<file path="src/rtl/akngw_pkg.sv">
package akngw_pkg;

  // Angle scale: unsigned Q2.14 radians
  localparam logic [15:0] ANG_PI      = 16'd51472;
  localparam logic [15:0] ANG_HALF_PI = 16'd25736;

  // Integer part of the exponent at or above this gives a zero weight
  localparam logic [11:0] EXP_INT_LEN = 12'd12;

  // Configuration register indexes
  localparam logic CFG_BIDIR     = 1'b0;
  localparam logic CFG_INV_SIGMA = 1'b1;

  // Reset value of 1/(2 sigma^2), Q8.8
  localparam logic [15:0] INV_SIGMA_RESET = 16'd256;

  typedef struct packed {
    logic [15:0] angle;
    logic [5:0]  candidate_index;
    logic        is_self;
    logic        last_candidate;
  } in_t;

  typedef struct packed {
    logic [5:0]  neighbor_index;
    logic [15:0] weight;
    logic        last_out;
  } out_t;

  // Chain cell control
  typedef struct packed {
    logic insert;
    logic shift;
  } cell_ctl_t;

  // Slot pulled off the head of the chain for weighting
  typedef struct packed {
    logic        valid;
    logic [15:0] angle;
    logic [5:0]  index;
    logic        last;
  } drain_t;

  // round(65536*exp(-n)), n = 0..11
  function automatic logic [16:0] exp_int(input logic [3:0] n);
    logic [16:0] r;
    case (n)
      4'd0:    r = 17'd65536;
      4'd1:    r = 17'd24109;
      4'd2:    r = 17'd8869;
      4'd3:    r = 17'd3263;
      4'd4:    r = 17'd1200;
      4'd5:    r = 17'd442;
      4'd6:    r = 17'd162;
      4'd7:    r = 17'd60;
      4'd8:    r = 17'd22;
      4'd9:    r = 17'd8;
      4'd10:   r = 17'd3;
      4'd11:   r = 17'd1;
      default: r = 17'd0;
    endcase
    return r;
  endfunction

  // round(65536*exp(-h/16))
  function automatic logic [16:0] exp_hi(input logic [3:0] h);
    logic [16:0] r;
    case (h)
      4'd0:    r = 17'd65536;
      4'd1:    r = 17'd61565;
      4'd2:    r = 17'd57835;
      4'd3:    r = 17'd54331;
      4'd4:    r = 17'd51039;
      4'd5:    r = 17'd47947;
      4'd6:    r = 17'd45042;
      4'd7:    r = 17'd42313;
      4'd8:    r = 17'd39750;
      4'd9:    r = 17'd37341;
      4'd10:   r = 17'd35079;
      4'd11:   r = 17'd32954;
      4'd12:   r = 17'd30957;
      4'd13:   r = 17'd29081;
      4'd14:   r = 17'd27319;
      4'd15:   r = 17'd25664;
      default: r = 17'd0;
    endcase
    return r;
  endfunction

  // round(65536*exp(-l/256))
  function automatic logic [16:0] exp_lo(input logic [3:0] l);
    logic [16:0] r;
    case (l)
      4'd0:    r = 17'd65536;
      4'd1:    r = 17'd65280;
      4'd2:    r = 17'd65026;
      4'd3:    r = 17'd64772;
      4'd4:    r = 17'd64520;
      4'd5:    r = 17'd64268;
      4'd6:    r = 17'd64018;
      4'd7:    r = 17'd63768;
      4'd8:    r = 17'd63520;
      4'd9:    r = 17'd63272;
      4'd10:   r = 17'd63025;
      4'd11:   r = 17'd62780;
      4'd12:   r = 17'd62535;
      4'd13:   r = 17'd62291;
      4'd14:   r = 17'd62048;
      4'd15:   r = 17'd61806;
      default: r = 17'd0;
    endcase
    return r;
  endfunction

endpackage

</file>
<file path="src/rtl/akngw_cell.sv">
module akngw_cell (
  input  logic                  clk,
  input  logic                  rst,
  input  akngw_pkg::cell_ctl_t  ctl,
  input  logic [15:0]           cand_angle,
  input  logic [5:0]            cand_index,
  input  logic                  left_lt,
  input  logic [15:0]           left_angle,
  input  logic [5:0]            left_index,
  input  logic [15:0]           right_angle,
  input  logic [5:0]            right_index,
  output logic                  lt,
  output logic [15:0]           angle,
  output logic [5:0]            index
);
  import akngw_pkg::*;

  // Strictly less: equal angles land after existing entries
  assign lt = (cand_angle < angle);

  always_ff @(posedge clk) begin
    if (rst) begin
      angle <= ANG_PI;
      index <= 6'd0;
    end else if (ctl.insert) begin
      if (left_lt) begin
        // candidate went in further up, move down one place
        angle <= left_angle;
        index <= left_index;
      end else if (lt) begin
        angle <= cand_angle;
        index <= cand_index;
      end
    end else if (ctl.shift) begin
      // drain toward the head
      angle <= right_angle;
      index <= right_index;
    end
  end

endmodule

</file>
<file path="src/rtl/akngw_weight.sv">
module akngw_weight (
  input  logic                  clk,
  input  logic                  rst,
  input  akngw_pkg::drain_t     push,
  input  logic [15:0]           inv_two_sigma_sq,
  input  logic                  out_ready,
  output logic                  adv,
  output logic                  out_valid,
  output akngw_pkg::out_t       out_item
);
  import akngw_pkg::*;

  logic        v1, v2, v3;
  logic [31:0] sq;
  logic [5:0]  idx1, idx2, idx3;
  logic        last1, last2, last3;
  logic [19:0] t2;
  logic [16:0] w3;
  logic [3:0]  lo3;
  logic        zero3;

  logic [48:0] x_rnd;
  logic [32:0] prod1;
  logic [33:0] prod1_rnd;
  logic [33:0] prod2;
  logic [34:0] prod2_rnd;
  logic [18:0] w_fin;
  logic [15:0] w_sat;

  // whole pipe moves only when the output register can take a new item
  assign adv = ~out_valid | out_ready;

  // exponent in 2^-8 units, rounded half up
  assign x_rnd = {17'd0, sq} * {33'd0, inv_two_sigma_sq} + (49'd1 << 27);

  assign prod1     = exp_int(t2[11:8]) * {16'd0, exp_hi(t2[7:4])};
  assign prod1_rnd = {1'b0, prod1} + 34'd32768;

  assign prod2     = {17'd0, w3} * {17'd0, exp_lo(lo3)};
  assign prod2_rnd = {1'b0, prod2} + 35'd32768;
  assign w_fin     = prod2_rnd[34:16];
  assign w_sat     = zero3 ? 16'd0 :
                     (w_fin > 19'd65535) ? 16'hFFFF : w_fin[15:0];

  // valid bits
  always_ff @(posedge clk) begin
    if (rst) begin
      v1        <= 1'b0;
      v2        <= 1'b0;
      v3        <= 1'b0;
      out_valid <= 1'b0;
    end else if (adv) begin
      v1        <= push.valid;
      v2        <= v1;
      v3        <= v2;
      out_valid <= v3;
    end
  end

  // datapath: square, scale, integer*high table, low table
  always_ff @(posedge clk) begin
    if (adv) begin
      sq    <= {16'd0, push.angle} * {16'd0, push.angle};
      idx1  <= push.index;
      last1 <= push.last;

      t2    <= x_rnd[47:28];
      idx2  <= idx1;
      last2 <= last1;

      w3    <= prod1_rnd[32:16];
      lo3   <= t2[3:0];
      zero3 <= (t2[19:8] >= EXP_INT_LEN);
      idx3  <= idx2;
      last3 <= last2;

      out_item.neighbor_index <= idx3;
      out_item.weight         <= w_sat;
      out_item.last_out       <= last3;
    end
  end

endmodule

</file>
<file path="src/rtl/angular_k_nearest_gaussian_weights.sv">
// Keeps the NEIGHBORS smallest angles seen for one target in a chain of
// compare-and-shift cells and, after the item flagged last_candidate, emits
// NEIGHBORS results nearest first with Gaussian weights. Candidates are taken
// one per cycle. The last candidate is inserted, then the chain drains one
// slot per cycle, holding while the output stalls, into a four-stage weight
// pipeline, so in_ready is low until the last slot has left the chain. Unfilled
// slots report index 0 with the weight of pi. Register 0 is bidirectional,
// register 1 is 1/(2 sigma^2) in Q8.8; write them only while the block is
// idle.
module angular_k_nearest_gaussian_weights #(
  parameter int NEIGHBORS = 6
) (
  input  logic              clk,
  input  logic              rst,
  input  logic              in_valid,
  output logic              in_ready,
  input  akngw_pkg::in_t    in_item,
  output logic              out_valid,
  input  logic              out_ready,
  output akngw_pkg::out_t   out_item,
  input  logic              cfg_valid,
  output logic              cfg_ready,
  input  logic              cfg_index,
  input  logic [15:0]       cfg_data
);
  import akngw_pkg::*;

  localparam int CW = (NEIGHBORS > 1) ? $clog2(NEIGHBORS) : 1;
  localparam logic [CW-1:0] CNT_LAST = CW'(NEIGHBORS - 1);

  typedef enum logic {COLLECT, DRAIN} state_t;

  state_t        state;
  logic [CW-1:0] cnt;
  logic          bidirectional;
  logic [15:0]   inv_two_sigma_sq;

  logic        in_acc;
  logic        adv;
  logic [15:0] a_sat;
  logic [15:0] cand_angle;
  cell_ctl_t   ctl;
  drain_t      push;

  logic [15:0] c_angle [NEIGHBORS];
  logic [5:0]  c_index [NEIGHBORS];
  logic        c_lt    [NEIGHBORS];

  assign cfg_ready = 1'b1;
  assign in_ready  = (state == COLLECT);
  assign in_acc    = in_valid & in_ready;

  // Configuration registers
  always_ff @(posedge clk) begin
    if (rst) begin
      bidirectional    <= 1'b0;
      inv_two_sigma_sq <= INV_SIGMA_RESET;
    end else if (cfg_valid) begin
      case (cfg_index)
        CFG_BIDIR:     bidirectional    <= cfg_data[0];
        CFG_INV_SIGMA: inv_two_sigma_sq <= cfg_data;
        default:       ;
      endcase
    end
  end

  // Candidate angle: saturate at pi, optional fold, self forced to pi
  assign a_sat = (in_item.angle > ANG_PI) ? ANG_PI : in_item.angle;
  always_comb begin
    if (in_item.is_self) begin
      cand_angle = ANG_PI;
    end else if (bidirectional && (a_sat > ANG_HALF_PI)) begin
      cand_angle = ANG_PI - a_sat;
    end else begin
      cand_angle = a_sat;
    end
  end

  assign ctl.insert = in_acc;
  assign ctl.shift  = (state == DRAIN) & adv;

  // Head of the chain feeds the weight pipe during the drain
  assign push.valid = ctl.shift;
  assign push.angle = c_angle[0];
  assign push.index = c_index[0];
  assign push.last  = (cnt == CNT_LAST);

  // Collect / drain sequencer
  always_ff @(posedge clk) begin
    if (rst) begin
      state <= COLLECT;
      cnt   <= '0;
    end else begin
      case (state)
        COLLECT: begin
          cnt <= '0;
          if (in_acc && in_item.last_candidate) begin
            state <= DRAIN;
          end
        end
        DRAIN: begin
          if (adv) begin
            if (cnt == CNT_LAST) begin
              state <= COLLECT;
              cnt   <= '0;
            end else begin
              cnt <= cnt + 1'b1;
            end
          end
        end
        default: state <= COLLECT;
      endcase
    end
  end

  // Sorted slot chain
  for (genvar i = 0; i < NEIGHBORS; i++) begin : g_cell
    logic        l_lt;
    logic [15:0] l_angle, r_angle;
    logic [5:0]  l_index, r_index;

    if (i == 0) begin : g_head
      assign l_lt    = 1'b0;
      assign l_angle = ANG_PI;
      assign l_index = 6'd0;
    end else begin : g_body
      assign l_lt    = c_lt[i-1];
      assign l_angle = c_angle[i-1];
      assign l_index = c_index[i-1];
    end

    if (i == NEIGHBORS - 1) begin : g_tail
      assign r_angle = ANG_PI;
      assign r_index = 6'd0;
    end else begin : g_next
      assign r_angle = c_angle[i+1];
      assign r_index = c_index[i+1];
    end

    akngw_cell u_cell (
      .clk         (clk),
      .rst         (rst),
      .ctl         (ctl),
      .cand_angle  (cand_angle),
      .cand_index  (in_item.candidate_index),
      .left_lt     (l_lt),
      .left_angle  (l_angle),
      .left_index  (l_index),
      .right_angle (r_angle),
      .right_index (r_index),
      .lt          (c_lt[i]),
      .angle       (c_angle[i]),
      .index       (c_index[i])
    );
  end

  akngw_weight u_weight (
    .clk              (clk),
    .rst              (rst),
    .push             (push),
    .inv_two_sigma_sq (inv_two_sigma_sq),
    .out_ready        (out_ready),
    .adv              (adv),
    .out_valid        (out_valid),
    .out_item         (out_item)
  );

endmodule

</file>
<file path="config.mk">
export PLATFORM = sky130hd
export DESIGN_NAME = angular_k_nearest_gaussian_weights
export DESIGN_NICKNAME = d
export VERILOG_FILES = /design/src/rtl/akngw_pkg.sv /design/src/rtl/akngw_cell.sv /design/src/rtl/akngw_weight.sv /design/src/rtl/angular_k_nearest_gaussian_weights.sv
export SDC_FILE = /design/constraint.sdc
export NUM_CORES = 2
export LEC_CHECK = 0
export BUFFER_PORTS_ARGS = -buffer_cell sky130_fd_sc_hd__buf_2
export CORE_MARGIN = 5
export CORE_UTILIZATION = 60
export DETAILED_ROUTE_END_ITERATION = 16
export PLACE_DENSITY_LB_ADDON = 0.12
export SKIP_LAST_GASP = 1
export SLEW_MARGIN = 20
export SYNTH_ARGS = -nofsm -noshare
export SYNTH_HDL_FRONTEND = slang
export SYNTH_SLANG_ARGS = --single-unit
</file>
<file path="constraint.sdc">
create_clock -name clk -period 7.6 [get_ports clk]
set_input_delay 0.76 -clock clk [delete_from_list [all_inputs] [get_ports clk]]
set_output_delay 0.76 -clock clk [all_outputs]
set_load 0.02 [all_outputs]
</file>
# Word level (Yosys, flattened, before mapping)
# Memories as Yosys holds them, arrays and structs flattened. A register that Yosys moved wholly into a read port is not among the register bits.
# Index checks and enable logic that the tools add are counted.
# op_classes
n_addsub,5
bitwise,6
n_eq_ne,8
reduce_logical,11
n_mul,4
mux,60
n_lt_le_gt_ge,10
# op_table
op,n
$mux W16,27
$mux W6,23
$lt A16 B16 Y1,6
$add A48 B28 Y48 const B,1
$mul A32 B16 Y48,1
$add A34 B16 Y35 const B,1
$mul A17 B17 Y34,1
$add A33 B16 Y33 const B,1
$mul A17 B17 Y33,1
$mul A16 B16 Y32,1
$gt A19 B16 Y1 const B,1
$gt A16 B15 Y1 const B,1
$gt A16 B16 Y1 const B,1
$reduce_and A2 Y1,8
$sub A16 B16 Y16 const A,1
$ne A3 B1 Y1 const B,5
$ge A12 B4 Y1 const B,1
$mux W4,3
$mux W3,2
$pmux W3 S2,1
$ne A2 B1 Y1 const B,2
$add A3 B1 Y3 const B,1
$eq A3 B3 Y1 const B,1
$mux W1,3
6 further kinds,10
# word_totals
wordCells,141
reg_bits,275
input_bits,46
memories,3
rom_bits,768
out_inout_bits,26
# mem_list
name,words,width,rd,rd_clocked_by_memory_dff,write_ports,line_no,rtl
(name not given),16,17,1,1,0,akngw_pkg.sv:68,case (h)
(name not given),16,16,1,1,0,akngw_pkg.sv:93,case (l)
(name not given),16,15,1,1,0,akngw_pkg.sv:47,case (n)

# Longest topological paths before layout
# depth
depth_word,10
mapped_depth,28
mapped_depth_nobuf,27

# Hierarchy
# Synthesis repeated with hierarchy kept, for this count alone.
# unflattened
cells_unflattened,6479
area_unflattened_um2,57358.8
# by_module_without_submodules
module,n_inst,cells_per_inst,area_each_um2
akngw_weight,1,4821,45232.1
akngw_cell,6,239,1764.2
angular_k_nearest_gaussian_weights,1,224,1541.5

# Least setup slack after synthesis
# OpenSTA, ideal clock, no wires.
# synth_timing
path_kind,register to register
from,register u_weight.sq[17]
to,register with a tool-made name
required_time_ps,7478
path_slack_ps,473
t_arrival_ps,7006
stages_incl_launch_ff,26
cell_sequence,edfxtp_1 -> clkbuf_1 -> nand2_1 -> fa_1 -> inv_1 -> fa_1 -> inv_1 -> fa_1 -> inv_1 -> fa_1 -> inv_1 -> fa_1 -> inv_1 -> fa_1 -> ha_1 -> nand4_1 -> a2111oi_0 -> o311ai_1 -> a311oi_1 -> a31oi_1 -> a21oi_1 -> xor2_1 -> mux2i_1 -> inv_1 -> ha_1 -> o311a_1
# synth_lines
element,line_no,rtl
start: declaration,akngw_weight.sv:14,logic [31:0] sq;
start signal: assignment,akngw_weight.sv:63,"sq <= {16'd0, push.angle} * {16'd0, push.angle};"

==> key figures <==
Layout
  • Synth-to-Final Area Change: 7.348%
  • Area of the multi-input gates: 41,700 µm²
  • Layout cells sized above 1: 0.06338
  • Ant diodes: 0
  • Fill count: 7,651
  • Storage cell area: 7543 µm²
  • Nets: 7,799
  • Layout Utilization: 0.6471

Routing
  • Detailed Route WL: 135.0 mm
  • Wirelength per Cell: 18.28 µm
  • Vias per cell: 5.567
  • Drt pass-1 iters: 6
  • Routed Antenna Nets: 0
  • Initial drt markers: 2,473
  • Vias: 41,130
  • Number of remaining DRC errors: 0

Setup path
  • Critical Path Source: u_weight.sq[9]
  • Setup Crit Path Kind: flip-flop to flip-flop
  • Critical Path RT: 8100 ps
  • Startpoint types: flip-flop
  • Worst-path fanout max: 9
  • R2R Setup Slk: 260 ps
  • Worst setup EP type: flip-flop
  • Register-to-Register Path Depth: 27
  • Critical path arrival: 7840 ps
  • Reg2reg start: u_weight.sq[9]

Clock network
  • Bufs on Longest Clock Path: 3
  • Clk slew on worst S/H paths: 70 ps
  • CTS Sinks: 318
  • Hold-fix buffers, CTS: 0
  • Num CTS Buffers: 45
  • H-tree depth: 2
  • TritonCTS clock tree: built
  • Root Buffer: clkbuf_16
  • Worst skew pair latency: 630 ps

Synthesis
  • EDFF count, synth: 117
  • Cell Area, Synth: 55,170 µm²
  • Post-synth top area share: 0.3490
  • Unique cell type count in the Yosys netlist: 84
  • Cell taking the most area after synthesis: fa_1
  • Cells after Synth: 6,115
  • YS warnings: 0
  • Async set or reset register ratio after synthesis: 0
  • Seq/Total Area, Yosys: 0.1366
  • Largest cells by area after synthesis: fa_1 35%, ha_1 14%, inv_1 9.0%
  • Synth Flop Type: dfxtp_1
  • #FFs+latches synth: 318
  • Avg Inst Size Synth: 9.023 µm²
  • Syn nets: 7,750

Floorplanning
  • Core area: 91,520 µm²
  • Die width: 313.2 µm
  • Num rows: 111
  • Starting density of the core: 0.6028
  • DIE AREA: 98,120 µm²
  • DIE HEIGHT: 313.2 µm
  • I/O Pins: 72

STA
  • Final Setup Violations: 0
  • Tcrit/Tclk final: 0.9655
  • Fin. Hold Viols: 0
  • Clk_skew: 61.34 ps
  • Slew headroom: 0.2813
  • Hold Slack: 387.0 ps
  • Final max-slew violation count: 0
  • Setup TNS: 0 ps
  • Max Fclk: 136.3 MHz
  • Worst-Margin Slew: 1078 ps
  • Minimum clock period: 7338 ps

Outcome
  • Status: finished clean

GRT
  • Grt total ovfl: 0
  • Initial antenna violation count: 4
  • Number of global-route vias before repair: 43,110
  • GRT Util Overall: 0.2797
  • First-pass GRT wire length: 222.8 mm
  • Largest net degree at the start of global routing: 72

Flow run
  • Max Cap Viol: 0

Place
  • Detailed placer's ending HPWL: 110.4 mm
  • Final weighted congestion in routability-driven placement: 0.8971
  • Port bufs: 70

Min path
  • Hold WC Path Type: input port to flip-flop
  • Hold Path Cell Cnt: 3
[placed cells by master (no fill, tap or decap), drive strengths merged, types with 32 or more instances in the layout]
cell    Yosys  layout
a211oi     52      52
a21o       40      40
a21oi     229     229
and2      445     445
buf        31     268
clkbuf    235      56
dfxtp     201     201
edfxtp    117     117
fa        962     962
ha        627     627
inv      1330    1338
mux2i      91      91
nand2     796     796
nand3      32      32
nor2      261     261
nor3       35      35
o211ai     32      32
o21ai     118     118
xnor2      63      63
xor2       34      34
[critical path, stage by stage (launching register included)]
cell      delay [ps]
edfxtp_1         520
buf_4            180
nand2_1           60
fa_1             510
inv_1             50
fa_1             500
inv_1             50
fa_1             570
inv_1             60
fa_1             480
inv_1             50
fa_1             450
fa_1             490
inv_1             40
ha_1             310
a211oi_1         430
o22ai_1          160
nor4_1           210
a311oi_1         140
buf_4            190
a211oi_1         350
nor2_1           160
xnor2_1          230
mux2i_2          100
buf_4            210
ha_1             330
inv_1             80
o311ai_0         300
[metal layers]
| metal | vias up | global-route usage | part of all wire |
|---|---|---|---|
| met4 | 8 | 0.08066 | 0.031 |
| met1 | 20620 | 0.3707 | 0.42 |
| met5 | - | 0 | 0.00046 |
| li1 | 19120 | - | - |
| met3 | 243 | 0.03207 | 0.053 |
| met2 | 1138 | 0.4891 | 0.50 |
[synth_stat cells, drive strengths merged (16+ instances only)]
cell,number
nor2b,18
o22ai,25
a31oi,21
a211o,20
ha,627
inv,1330
and3,19
o211ai,32
nor2,261
a21o,40
nor3,35
a21oi,229
o21a,27
edfxtp,117
nand2,796
and2,445
a311oi,16
o21ai,118
a211oi,52
clkbuf,235
xor2,34
nand4,28
nand3,32
xnor2,63
dfxtp,201
mux2i,91
fa,962
buf,31
[what timing repair did]
item / 4_1_cts / 5_1_grt
setup buffers: 0 / 30
resized for setup: 0 / 14
setup endpoints to repair: 0 / 30
[worst min path at each step]
stage / start / end / slack (ps)
after global placement: u_weight.idx3[0] / u_weight.out_item[17] / 400
after floorplan: u_weight.idx1[0] / u_weight.idx2[0] / 400
after global routing: cfg_data[0] / inv_two_sigma_sq[0] / 370
after CTS: cfg_data[0] / inv_two_sigma_sq[0] / 360
after detailed placement: u_weight.idx2[0] / u_weight.idx3[0] / 410
final: cfg_data[0] / inv_two_sigma_sq[0] / 390
[cell type report]
cell class,instances,area share
sequential,318,0.1274
timing repair buffer,268,0.03262
inverter,1334,0.08463
clock buffer,56,0.02127
tap,1186,0.02505
clock inverter,28,0.004964
multi-input combinational,4197,0.7041
[stage by stage]
stage	area [µm²]	setup slack, ps	instances
after global placement	57360	295.1	7273
after global routing	59230	-1.017	7387
after CTS	58920	161.3	7357
after detailed placement	57360	208.9	7273
final	59230	261.9	7387
after floorplan	55170	472.5	6115
[kinds of logic (layout without fill, tap and decap cells)]
group,Yosys count,in the layout,share of synthesized area
AO/OA/AOI/OAI,722,722,0.08636
flip-flops,318,318,0.1366
other,1,1,0.00006797
AND/OR/NAND/NOR,1693,1693,0.1435
XOR/XNOR,97,97,0.01540
adder cells (fa/ha/maj),1589,1589,0.4912
buffers and inverters,1600,1686,0.1094
multiplexers,95,95,0.01739
Power is left out: the tool's default activity adds up to more than one toggle a clock period on the data nets, which glitch-free logic cannot reach.
